--- src/hw/rtl/tbbt_pkg.sv ---
`default_nettype none

package tbbt_pkg;

    // One input word: a reposition request or a period advance.
    typedef struct packed {
        logic        reposition;
        logic [31:0] frame;
        logic [13:0] period_frames;
        logic        force_beat;
    } t_in_word;

    // One result word: the musical position after the update.
    typedef struct packed {
        logic [30:0] bar_number;
        logic [6:0]  beat_in_bar;
        logic [15:0] tick_in_beat;
        logic [47:0] bar_start;
    } t_out_word;

    // Configuration register indexes.
    localparam logic [1:0] CFG_TEMPO          = 2'd0;
    localparam logic [1:0] CFG_BEATS_PER_BAR  = 2'd1;
    localparam logic [1:0] CFG_TICKS_PER_BEAT = 2'd2;
    localparam logic [1:0] CFG_SAMPLE_RATE    = 2'd3;

    // Register reset values.
    localparam logic [25:0] TEMPO_RST = 26'd7864320;
    localparam logic [6:0]  BPB_RST   = 7'd4;
    localparam logic [15:0] TPB_RST   = 16'd1920;
    localparam logic [18:0] SR_RST    = 19'd48000;

    // Saturation limits of the bar counters.
    localparam logic [30:0] BAR_MAX   = 31'h7FFF_FFFF;
    localparam logic [47:0] START_MAX = 48'hFFFF_FFFF_FFFF;

endpackage

`default_nettype wire

--- src/hw/rtl/tempo_bar_beat_tick_clock_core.sv ---
// Tempo clock that tracks bar, beat and tick, one input word per audio period.
// Input channel (i_valid/o_ready, i_data): a reposition word converts its
// absolute frame to a position; an advance word moves the position on by
// period_frames at the configured tempo. force_beat snaps to the nearest beat.
// Output channel (o_valid/i_ready, o_data): one result word per input word.
// Configuration channel (i_cfg_valid/o_cfg_ready, i_cfg_index, i_cfg_data)
// is always ready; write it only while no word is in flight.
// The arithmetic runs one bit a cycle: a shift-add multiplier (16 + 32
// steps) and a restoring divider that runs 74 + TICK_FRAC_BITS steps for the
// frame scaling, then 53 steps each for the splits by ticks per beat and
// beats per bar. o_ready is high only while the sequencer is idle, so one
// word is in work at a time and a new word is taken only after the last one
// has been loaded into the output register.
// A finished word sits in the output register while the next input word is
// accepted; if the receiver still stalls when the next word is done, the
// sequencer holds in its last step until the register frees.
// Reset (synchronous, active low) restores register defaults and puts the
// position at bar 1, beat 1, bar start 0 with an empty output register.
`default_nettype none

module tempo_bar_beat_tick_clock_core #(
    parameter int TICK_FRAC_BITS = 16
) (
    input  wire                 i_clk,
    input  wire                 i_rst_n,
    input  wire                 i_valid,
    output logic                o_ready,
    input  tbbt_pkg::t_in_word  i_data,
    output logic                o_valid,
    input  wire                 i_ready,
    output tbbt_pkg::t_out_word o_data,
    input  wire                 i_cfg_valid,
    output logic                o_cfg_ready,
    input  wire  [1:0]          i_cfg_index,
    input  wire  [25:0]         i_cfg_data
);
    import tbbt_pkg::*;

    localparam int FB  = TICK_FRAC_BITS;
    localparam int PW  = 74;          // product width
    localparam int XW  = 53;          // whole tick count width
    localparam int QW  = XW + FB;     // quotient with fraction
    localparam int DW  = 41;          // divisor and remainder width
    localparam int TW  = XW + 2;      // signed sum width
    localparam int AIW = 18;          // accumulator integer width
    localparam int CW  = $clog2(PW + FB + 1);

    localparam logic [3:0] S_IDLE  = 4'd0;
    localparam logic [3:0] S_MUL1  = 4'd1;
    localparam logic [3:0] S_MUL2  = 4'd2;
    localparam logic [3:0] S_DIV1  = 4'd3;
    localparam logic [3:0] S_POST1 = 4'd4;
    localparam logic [3:0] S_DIV2  = 4'd5;
    localparam logic [3:0] S_POST2 = 4'd6;
    localparam logic [3:0] S_DIV3  = 4'd7;
    localparam logic [3:0] S_FIN1  = 4'd8;
    localparam logic [3:0] S_FIN2  = 4'd9;
    localparam logic [3:0] S_FORCE = 4'd10;
    localparam logic [3:0] S_DONE  = 4'd11;

    // Control and architectural state.
    logic [3:0]          r_state;
    logic [CW-1:0]       r_cnt;
    logic [25:0]         r_tempo;
    logic [6:0]          r_bpb;
    logic [15:0]         r_tpb;
    logic [18:0]         r_sr;
    logic signed [AIW-1:0] r_acc_int;
    logic [FB-1:0]       r_acc_frac;
    logic [30:0]         r_bar;
    logic [6:0]          r_beat;
    logic [47:0]         r_start;
    logic [15:0]         r_tick;
    logic                r_out_valid;
    t_out_word           r_out;

    // Datapath registers.
    logic                r_repos;
    logic                r_force;
    logic [31:0]         r_b;
    logic [PW-1:0]       r_prod;
    logic [PW-1:0]       r_mcand;
    logic [31:0]         r_mplier;
    logic [PW-1:0]       r_ds;
    logic [DW-1:0]       r_rem;
    logic [DW-1:0]       r_dv;
    logic [QW-1:0]       r_q;
    logic [XW-1:0]       r_x;
    logic                r_neg;
    logic [AIW-1:0]      r_accv;
    logic                r_rb;
    logic [FB-1:0]       r_fsum;
    logic                r_e;
    logic                r_skip;
    logic [22:0]         r_a;
    logic [22:0]         r_m2;
    logic [22:0]         r_span;
    logic [TW-1:0]       r_part;

    // Zero registers act as one.
    logic [15:0] tpb_e;
    logic [6:0]  bpb_e;
    logic [18:0] sr_e;
    logic [24:0] sr60;
    logic [DW-1:0] div_d;

    assign tpb_e = (r_tpb == 16'd0) ? 16'd1 : r_tpb;
    assign bpb_e = (r_bpb == 7'd0) ? 7'd1 : r_bpb;
    assign sr_e  = (r_sr == 19'd0) ? 19'd1 : r_sr;
    assign sr60  = {sr_e, 6'b0} - {4'b0, sr_e, 2'b0};
    assign div_d = {sr60, 16'b0};

    // Shift-add multiplier step.
    logic [PW-1:0] mul_sum;
    assign mul_sum = r_prod + (r_mplier[0] ? r_mcand : {PW{1'b0}});

    // Restoring divider step.
    logic [DW:0]   div_t;
    logic          div_ge;
    logic [DW:0]   div_sub;
    logic [DW-1:0] div_rem;
    assign div_t   = {r_rem, r_ds[PW-1]};
    assign div_ge  = div_t >= {1'b0, r_dv};
    assign div_sub = div_t - {1'b0, r_dv};
    assign div_rem = div_ge ? div_sub[DW-1:0] : div_t[DW-1:0];

    logic last;
    assign last = (r_cnt == CW'(1));

    // Accumulate the increment after the frame scaling.
    logic [XW-1:0]        p1_whole;
    logic [FB:0]          p1_fsum;
    logic signed [TW-1:0] p1_total;
    logic [XW-1:0]        p1_xadv;
    logic [XW-1:0]        p1_x;
    assign p1_whole = r_q[QW-1:FB];
    assign p1_fsum  = {1'b0, r_acc_frac} + {1'b0, r_q[FB-1:0]};
    assign p1_total = $signed({{(TW-AIW){r_acc_int[AIW-1]}}, r_acc_int})
                    + $signed({2'b0, p1_whole})
                    + $signed({{(TW-1){1'b0}}, p1_fsum[FB]});
    assign p1_xadv  = p1_total[TW-1] ? {XW{1'b0}}
                    : p1_total[XW-1:0] + {{(XW-1){1'b0}}, p1_fsum[FB-1]};
    assign p1_x     = r_repos ? p1_whole : p1_xadv;

    // Beats carried after the split by ticks per beat.
    logic [XW-1:0] p2_n;
    logic [15:0]   p2_tick;
    logic          p2_e;
    logic [6:0]    p2_am;
    logic [XW-1:0] p2_t;
    logic [6:0]    beat_m1;
    assign p2_n    = r_q[XW-1:0];
    assign p2_tick = r_rem[15:0];
    assign beat_m1 = r_beat - 7'd1;
    assign p2_e    = !r_repos && (p2_n != {XW{1'b0}}) && (r_beat >= bpb_e);
    assign p2_am   = p2_e ? (bpb_e - 7'd1) : beat_m1;
    assign p2_t    = r_repos ? p2_n
                   : (p2_e ? p2_n - {{(XW-1){1'b0}}, 1'b1}
                           : p2_n + {{(XW-7){1'b0}}, beat_m1});

    // Bar update after the split by beats per bar.
    logic [XW-1:0] f1_bars;
    logic [XW:0]   f1_sum;
    logic [30:0]   f1_bar;
    logic [TW-1:0] f1_part;
    assign f1_bars = r_q[XW-1:0];
    assign f1_sum  = {{(XW-30){1'b0}}, r_bar} + {1'b0, f1_bars}
                   + {{XW{1'b0}}, r_e};
    always_comb begin
        if (r_repos) begin
            f1_bar = (f1_bars >= {{(XW-31){1'b0}}, BAR_MAX}) ? BAR_MAX
                   : f1_bars[30:0] + 31'd1;
        end else begin
            f1_bar = (f1_sum > {{(XW-30){1'b0}}, BAR_MAX}) ? BAR_MAX : f1_sum[30:0];
        end
    end
    assign f1_part = (r_repos ? {TW{1'b0}} : {{(TW-48){1'b0}}, r_start})
                   + (r_repos ? {TW{1'b0}} : {{(TW-23){1'b0}}, r_a})
                   + {2'b0, r_x} - {{(TW-16){1'b0}}, r_tick};

    logic [TW-1:0] f2_diff;
    logic [47:0]   f2_start;
    assign f2_diff  = r_part - {{(TW-23){1'b0}}, r_m2};
    assign f2_start = (f2_diff[TW-1:48] != '0) ? START_MAX : f2_diff[47:0];

    // Snap to the nearest beat.
    logic [48:0] fc_sum;
    logic        fc_up;
    assign fc_sum = {1'b0, r_start} + {26'b0, r_span};
    assign fc_up  = r_tick > {1'b0, tpb_e[15:1]};

    logic in_acc;
    logic out_load;
    assign in_acc   = i_valid && o_ready;
    assign out_load = (r_state == S_DONE) && (!r_out_valid || i_ready);

    assign o_ready     = (r_state == S_IDLE);
    assign o_cfg_ready = 1'b1;
    assign o_valid     = r_out_valid;
    assign o_data      = r_out;

    // Sequencer, configuration and position state.
    always_ff @(posedge i_clk) begin
        if (!i_rst_n) begin
            r_state     <= S_IDLE;
            r_cnt       <= '0;
            r_tempo     <= TEMPO_RST;
            r_bpb       <= BPB_RST;
            r_tpb       <= TPB_RST;
            r_sr        <= SR_RST;
            r_acc_int   <= '0;
            r_acc_frac  <= '0;
            r_bar       <= 31'd1;
            r_beat      <= 7'd1;
            r_start     <= '0;
            r_out_valid <= 1'b0;
        end else begin
            if (i_cfg_valid) begin
                case (i_cfg_index)
                    CFG_TEMPO:          r_tempo <= i_cfg_data;
                    CFG_BEATS_PER_BAR:  r_bpb   <= i_cfg_data[6:0];
                    CFG_TICKS_PER_BEAT: r_tpb   <= i_cfg_data[15:0];
                    CFG_SAMPLE_RATE:    r_sr    <= i_cfg_data[18:0];
                    default: ;
                endcase
            end

            if (out_load) begin
                r_out_valid <= 1'b1;
            end else if (i_ready) begin
                r_out_valid <= 1'b0;
            end

            case (r_state)
                S_IDLE: begin
                    if (in_acc) begin
                        r_state <= S_MUL1;
                        r_cnt   <= CW'(16);
                    end
                end
                S_MUL1: begin
                    r_cnt <= r_cnt - CW'(1);
                    if (last) begin
                        r_state <= S_MUL2;
                        r_cnt   <= CW'(32);
                    end
                end
                S_MUL2: begin
                    r_cnt <= r_cnt - CW'(1);
                    if (last) begin
                        r_state <= S_DIV1;
                        r_cnt   <= CW'(PW + FB);
                    end
                end
                S_DIV1: begin
                    r_cnt <= r_cnt - CW'(1);
                    if (last) begin
                        r_state <= S_POST1;
                    end
                end
                S_POST1: begin
                    r_state <= S_DIV2;
                    r_cnt   <= CW'(XW);
                end
                S_DIV2: begin
                    r_cnt <= r_cnt - CW'(1);
                    if (last) begin
                        r_state <= S_POST2;
                    end
                end
                S_POST2: begin
                    r_state <= S_DIV3;
                    r_cnt   <= CW'(XW);
                    if (r_repos) begin
                        r_acc_int  <= $signed({2'b0, p2_tick});
                        r_acc_frac <= '0;
                    end else begin
                        r_acc_int  <= r_neg ? $signed(r_accv)
                                    : $signed({2'b0, p2_tick} - {{(AIW-1){1'b0}}, r_rb});
                        r_acc_frac <= r_fsum;
                    end
                end
                S_DIV3: begin
                    r_cnt <= r_cnt - CW'(1);
                    if (last) begin
                        r_state <= S_FIN1;
                    end
                end
                S_FIN1: begin
                    r_state <= S_FIN2;
                    if (!r_skip) begin
                        r_bar  <= f1_bar;
                        r_beat <= r_rem[6:0] + 7'd1;
                    end
                end
                S_FIN2: begin
                    r_state <= S_FORCE;
                    if (!r_skip) begin
                        r_start <= f2_start;
                    end
                end
                S_FORCE: begin
                    r_state <= S_DONE;
                    if (r_force) begin
                        r_acc_int  <= '0;
                        r_acc_frac <= '0;
                        if (fc_up) begin
                            if (r_beat >= bpb_e) begin
                                r_beat  <= 7'd1;
                                r_bar   <= (r_bar == BAR_MAX) ? BAR_MAX : r_bar + 31'd1;
                                r_start <= fc_sum[48] ? START_MAX : fc_sum[47:0];
                            end else begin
                                r_beat <= r_beat + 7'd1;
                            end
                        end
                    end
                end
                S_DONE: begin
                    if (out_load) begin
                        r_state <= S_IDLE;
                    end
                end
                default: begin
                    r_state <= S_IDLE;
                end
            endcase
        end
    end

    // Arithmetic datapath, no reset needed.
    always_ff @(posedge i_clk) begin
        case (r_state)
            S_IDLE: begin
                if (in_acc) begin
                    r_repos  <= i_data.reposition;
                    r_force  <= i_data.force_beat;
                    r_b      <= i_data.reposition ? i_data.frame
                              : {18'b0, i_data.period_frames};
                    r_prod   <= '0;
                    r_mcand  <= {{(PW-26){1'b0}}, r_tempo};
                    r_mplier <= {16'b0, tpb_e};
                end
            end
            S_MUL1: begin
                r_prod   <= mul_sum;
                r_mcand  <= {r_mcand[PW-2:0], 1'b0};
                r_mplier <= {1'b0, r_mplier[31:1]};
                if (last) begin
                    r_prod   <= '0;
                    r_mcand  <= mul_sum;
                    r_mplier <= r_b;
                end
            end
            S_MUL2: begin
                r_prod   <= mul_sum;
                r_mcand  <= {r_mcand[PW-2:0], 1'b0};
                r_mplier <= {1'b0, r_mplier[31:1]};
                if (last) begin
                    r_ds  <= mul_sum;
                    r_rem <= '0;
                    r_q   <= '0;
                    r_dv  <= div_d;
                end
            end
            S_DIV1, S_DIV2, S_DIV3: begin
                r_rem <= div_rem;
                r_q   <= {r_q[QW-2:0], div_ge};
                r_ds  <= {r_ds[PW-2:0], 1'b0};
            end
            S_POST1: begin
                r_x    <= p1_x;
                r_neg  <= !r_repos && p1_total[TW-1];
                r_accv <= p1_total[AIW-1:0];
                r_rb   <= p1_fsum[FB-1];
                r_fsum <= p1_fsum[FB-1:0];
                r_ds   <= {p1_x, {(PW-XW){1'b0}}};
                r_rem  <= '0;
                r_q    <= '0;
                r_dv   <= {{(DW-16){1'b0}}, tpb_e};
            end
            S_POST2: begin
                r_tick <= p2_tick;
                r_e    <= p2_e;
                r_skip <= !r_repos && (p2_n == {XW{1'b0}});
                r_a    <= {16'b0, p2_am} * {7'b0, tpb_e};
                r_ds   <= {p2_t, {(PW-XW){1'b0}}};
                r_rem  <= '0;
                r_q    <= '0;
                r_dv   <= {{(DW-7){1'b0}}, bpb_e};
            end
            S_FIN1: begin
                r_m2   <= {16'b0, r_rem[6:0]} * {7'b0, tpb_e};
                r_span <= {16'b0, bpb_e} * {7'b0, tpb_e};
                r_part <= f1_part;
            end
            S_FORCE: begin
                if (r_force) begin
                    r_tick <= '0;
                end
            end
            S_DONE: begin
                if (out_load) begin
                    r_out.bar_number   <= r_bar;
                    r_out.beat_in_bar  <= r_beat;
                    r_out.tick_in_beat <= r_tick;
                    r_out.bar_start    <= r_start;
                end
            end
            default: ;
        endcase
    end

endmodule

`default_nettype wire
--- config.mk ---
export PLATFORM = sky130hd
export DESIGN_NAME = tempo_bar_beat_tick_clock_core
export DESIGN_NICKNAME = d
export VERILOG_FILES = /design/src/hw/rtl/tbbt_pkg.sv /design/src/hw/rtl/tempo_bar_beat_tick_clock_core.sv
export SDC_FILE = /design/constraint.sdc
export NUM_CORES = 2
export LEC_CHECK = 0
export ABC_AREA = 1
export BUFFER_PORTS_ARGS = -buffer_cell sky130_fd_sc_hd__clkbuf_2
export CORE_ASPECT_RATIO = 0.5
export CORE_MARGIN = 1.5
export CORE_UTILIZATION = 39
export CTS_CLUSTER_DIAMETER = 100
export CTS_CLUSTER_SIZE = 10
export DETAILED_ROUTE_END_ITERATION = 10
export PLACE_DENSITY = 0.63
export SYNTH_ARGS = -nofsm -noshare
export SYNTH_HDL_FRONTEND = slang
export SYNTH_SLANG_ARGS = --single-unit
--- constraint.sdc ---
create_clock -name i_clk -period 7.4 [get_ports i_clk]
set_input_delay 1.48 -clock i_clk [delete_from_list [all_inputs] [get_ports i_clk]]
set_output_delay 1.48 -clock i_clk [all_outputs]
set_load 0.01 [all_outputs]
==> metrics.cfg <==
[outcome]
outcome=complete, no violations

[setup_path]
crit_top_cell=inv_1
cp_slowest_stage_delay_ps=550
r2r_cells=35
cp-startpoint=r_q[38]
worstPathRequired_ps=7900
path_max_fanout=8
critPathLaunchType=flop
arrival_ps=7500
crit_path_end_kind=flop
reg2reg_from=r_q[38]
slowest_stage=fa_1
path_class=reg2reg
r2r_slack_ps=410
timing.rr.end=r_a[21]

[hold_path]
min_path_type=reg2reg
hp-start=r_bpb[0]
min_to=r_bpb[0]
holdPathStages=2

[timing]
tightest_slew_ps=1244
setup_viol=0
finClkSkew_ps=112.4
max_freq_mhz=143.0
period_needed_ps=6992
maxSlewViolCount=0
fin_tns_setup_ps=0
period_share_pct=94.49
slew-limit-headroom_pct=16.30
grt_setup_unrepaired=false
hold_viol=0

[clocking]
cts_tree=built
cts_sinks=969
cts_made_buffers=108
cts.path.max_buffers=3
clock-root-buffer=clkbuf_16
clk_pin_slew_ps=80
clkLatencyLatePin_ps=820
cts-hold-fix-buffers=0
htree_num_levels=3

[synth]
syn_avg_cell_area_um2=7.386
syn_nets=12141
synth_cell_types=69
yosysTopAreaCellShare_pct=27.91
synth_edf_count=769
synth_seq_area_share_pct=32.75
async_flop_share_pct=0
netlist_top_cells_area=edfxtp_1 (28%), nand2_1 (12%), ha_1 (9.1%)
syn-cell-area_um2=82750
ys_ff_latch=969
synth_top_flop_cell=edfxtp_1
yosysTopAreaCell=edfxtp_1
synth_warnings=0
syn_inst=11203

[routing]
final_antenna_net_count=0
drc=0
vias=78669
firstDrtPassIters=8
avgViaCountPerCell=5.479
wirelength_um=319500
first_iter_violations=9210
wl_per_cell_um=22.26

[global_route]
antenna_found_initial=20
overflow=0
grt.total_usage_pct=28.91
grt_pass1_wl_um=466800
grt_pass1_vias=73507
grt_max_degree=158

[placed_design]
dpl.cell_count=14151
hpwl_um=255000
place_congestion=1.061
dpl-instance-area_um2=87930
port_buffers=184

[floorplan]
die_area_um2=215100
core_area_um2=210700
boundaryPins=186
die_x_um=654.4
die_y_um=328.7
floorplan.rows=119
start_util_pct=39.27

[power_and_ir_drop]
peakVddDrop_mv=0.4440
total_power_uw=37910
power_density_nw_per_um2=415.5
leakagePower_uw=0.04164

[layout]
areaGrowthSynthToFinish_pct=10.26
fin_cells=14357
drive_gt1_share_pct=6.116
nets=12356
fin_util_pct=43.30
design_area_um2=91240

[run]
maxCapViolCount=0

## final cells by class
class	count	area [µm²]
Fill cell	21728	119400
Inverter	1820	6845
Clock buffer	192	3028
Multi-Input combinational cell	8091	47660
Antenna cell	3	7.507
Tap cell	2843	3557
Clock inverter	11	261.5
Sequential cell	969	27100
Timing Repair Buffer	428	2778
## registers in the layout (all words and copies together) (netlist names), 18 cells and up
signal / cells
r_mplier: 32
r_accv: 18
r_acc_int: 18
o_data: 102
r_dv: 39
r_rem: 41
r_b: 32
r_m2: 23
r_x: 53
r_bar: 31
r_span: 23
r_prod: 74
r_a: 23
r_q: 69
r_tempo: 26
r_part: 55
r_ds: 74
r_sr: 19
r_mcand: 74
r_start: 48
## synth_stat cells, types with 41 or more instances
library cell,instances
xor2_1,307
xnor2_1,145
nand4_1,170
fa_1,256
buf_1,41
o211ai_1,108
inv_1,1789
a31oi_1,101
ha_1,601
dfxtp_1,200
edfxtp_1,769
clkbuf_1,246
nor4_1,60
a21oi_1,902
nor2_1,1332
o21ai_0,543
nand2_1,2559
nor3_1,136
nand3_1,431
## where the power goes
| part | leakage (µW) | switching (µW) | internal [µW] | total (µW) |
|---|---|---|---|---|
| clock | 0.00154 | 2510 | 2810 | 5320 |
| sequential | 0.00895 | 1010 | 8340 | 9360 |
| combinational | 0.0312 | 16100 | 7170 | 23200 |
| total | 0.0416 | 19600 | 18300 | 37900 |
## cell families after synthesis
group                      Yosys count  share of synthesized area [%]
AOI/OAI and AO/OA                 1954                          13.28
xor gates and xnor gates           454                          4.824
adders and majority gates          857                          15.28
buffers and inverters             2143                          9.798
DFF                                969                          32.75
muxes                               14                         0.1905
other                                1                       0.004532
and+or+nand+nor                   4811                          23.87
## layer usage
| metal | wire, µm | share of wire, % | vias to the layer above | global-route usage, % |
|---|---|---|---|---|
| met5 | 77 | 0.024 | - | 0 |
| met1 | 142000 | 44 | 37374 | 41.77 |
| met2 | 128300 | 40 | 3603 | 41.54 |
| li1 | - | - | 37113 | - |
| met3 | 37410 | 12 | 569 | 7.837 |
| met4 | 11780 | 3.7 | 10 | 9.320 |
## stage by stage
stage / hold slack [ps] / setup WS (ps)
2_1_floorplan: 429.2 / 266.0
3_3_place_gp: 448.7 / 237.2
3_5_place_dp: 447.5 / 295.6
4_1_cts: 456.2 / 194.8
5_1_grt: 480.3 / 13.85
6_report: 463.2 / 407.7
## worst max-delay path by stage
stage | to | slack, ps
after floorplan | r_a[22] | 270
after global placement | r_a[21] | 240
after detailed placement | r_a[21] | 300
after CTS | r_a[21] | 190
after global routing | r_a[21] | 10
final | r_a[21] | 410
## cells in the final DEF (no fill, tap or decap), types with 83 or more instances in the layout
master and n:
nor3_1 135, fa_1 256, ha_1 601, inv_1 1785, a21oi_1 902, nor2_1 1318
buf_4 242, nand4_1 170, a31oi_1 101, o21ai_0 538, clkbuf_1 83, nand3_1 429
clkbuf_16 108, edfxtp_1 769, nand2_1 2559, o211ai_1 108, xnor2_1 145, clkbuf_2 184
xor2_1 307, dfxtp_1 200
## worst max-delay path, delay by kind of cell (launching register included)
| kind | cells | cell delay [ps] |
|---|---|---|
| adder cells (fa/ha/maj) | 5 | 2350 |
| AO/OA/AOI/OAI | 8 | 1440 |
| buffers and inverters | 12 | 1420 |
| AND/OR/NAND/NOR | 9 | 960 |
| flip-flops | 1 | 390 |
| XOR/XNOR | 1 | 70 |
## timing repair
| action | 4_1_cts | 5_1_grt |
|---|---|---|
| buffers inserted | 0 | 0 |
| resized for setup | 0 | 7 |
| setup endpoints to repair | 0 | 6 |
Note: power is estimated with default switching activity, not from simulation.
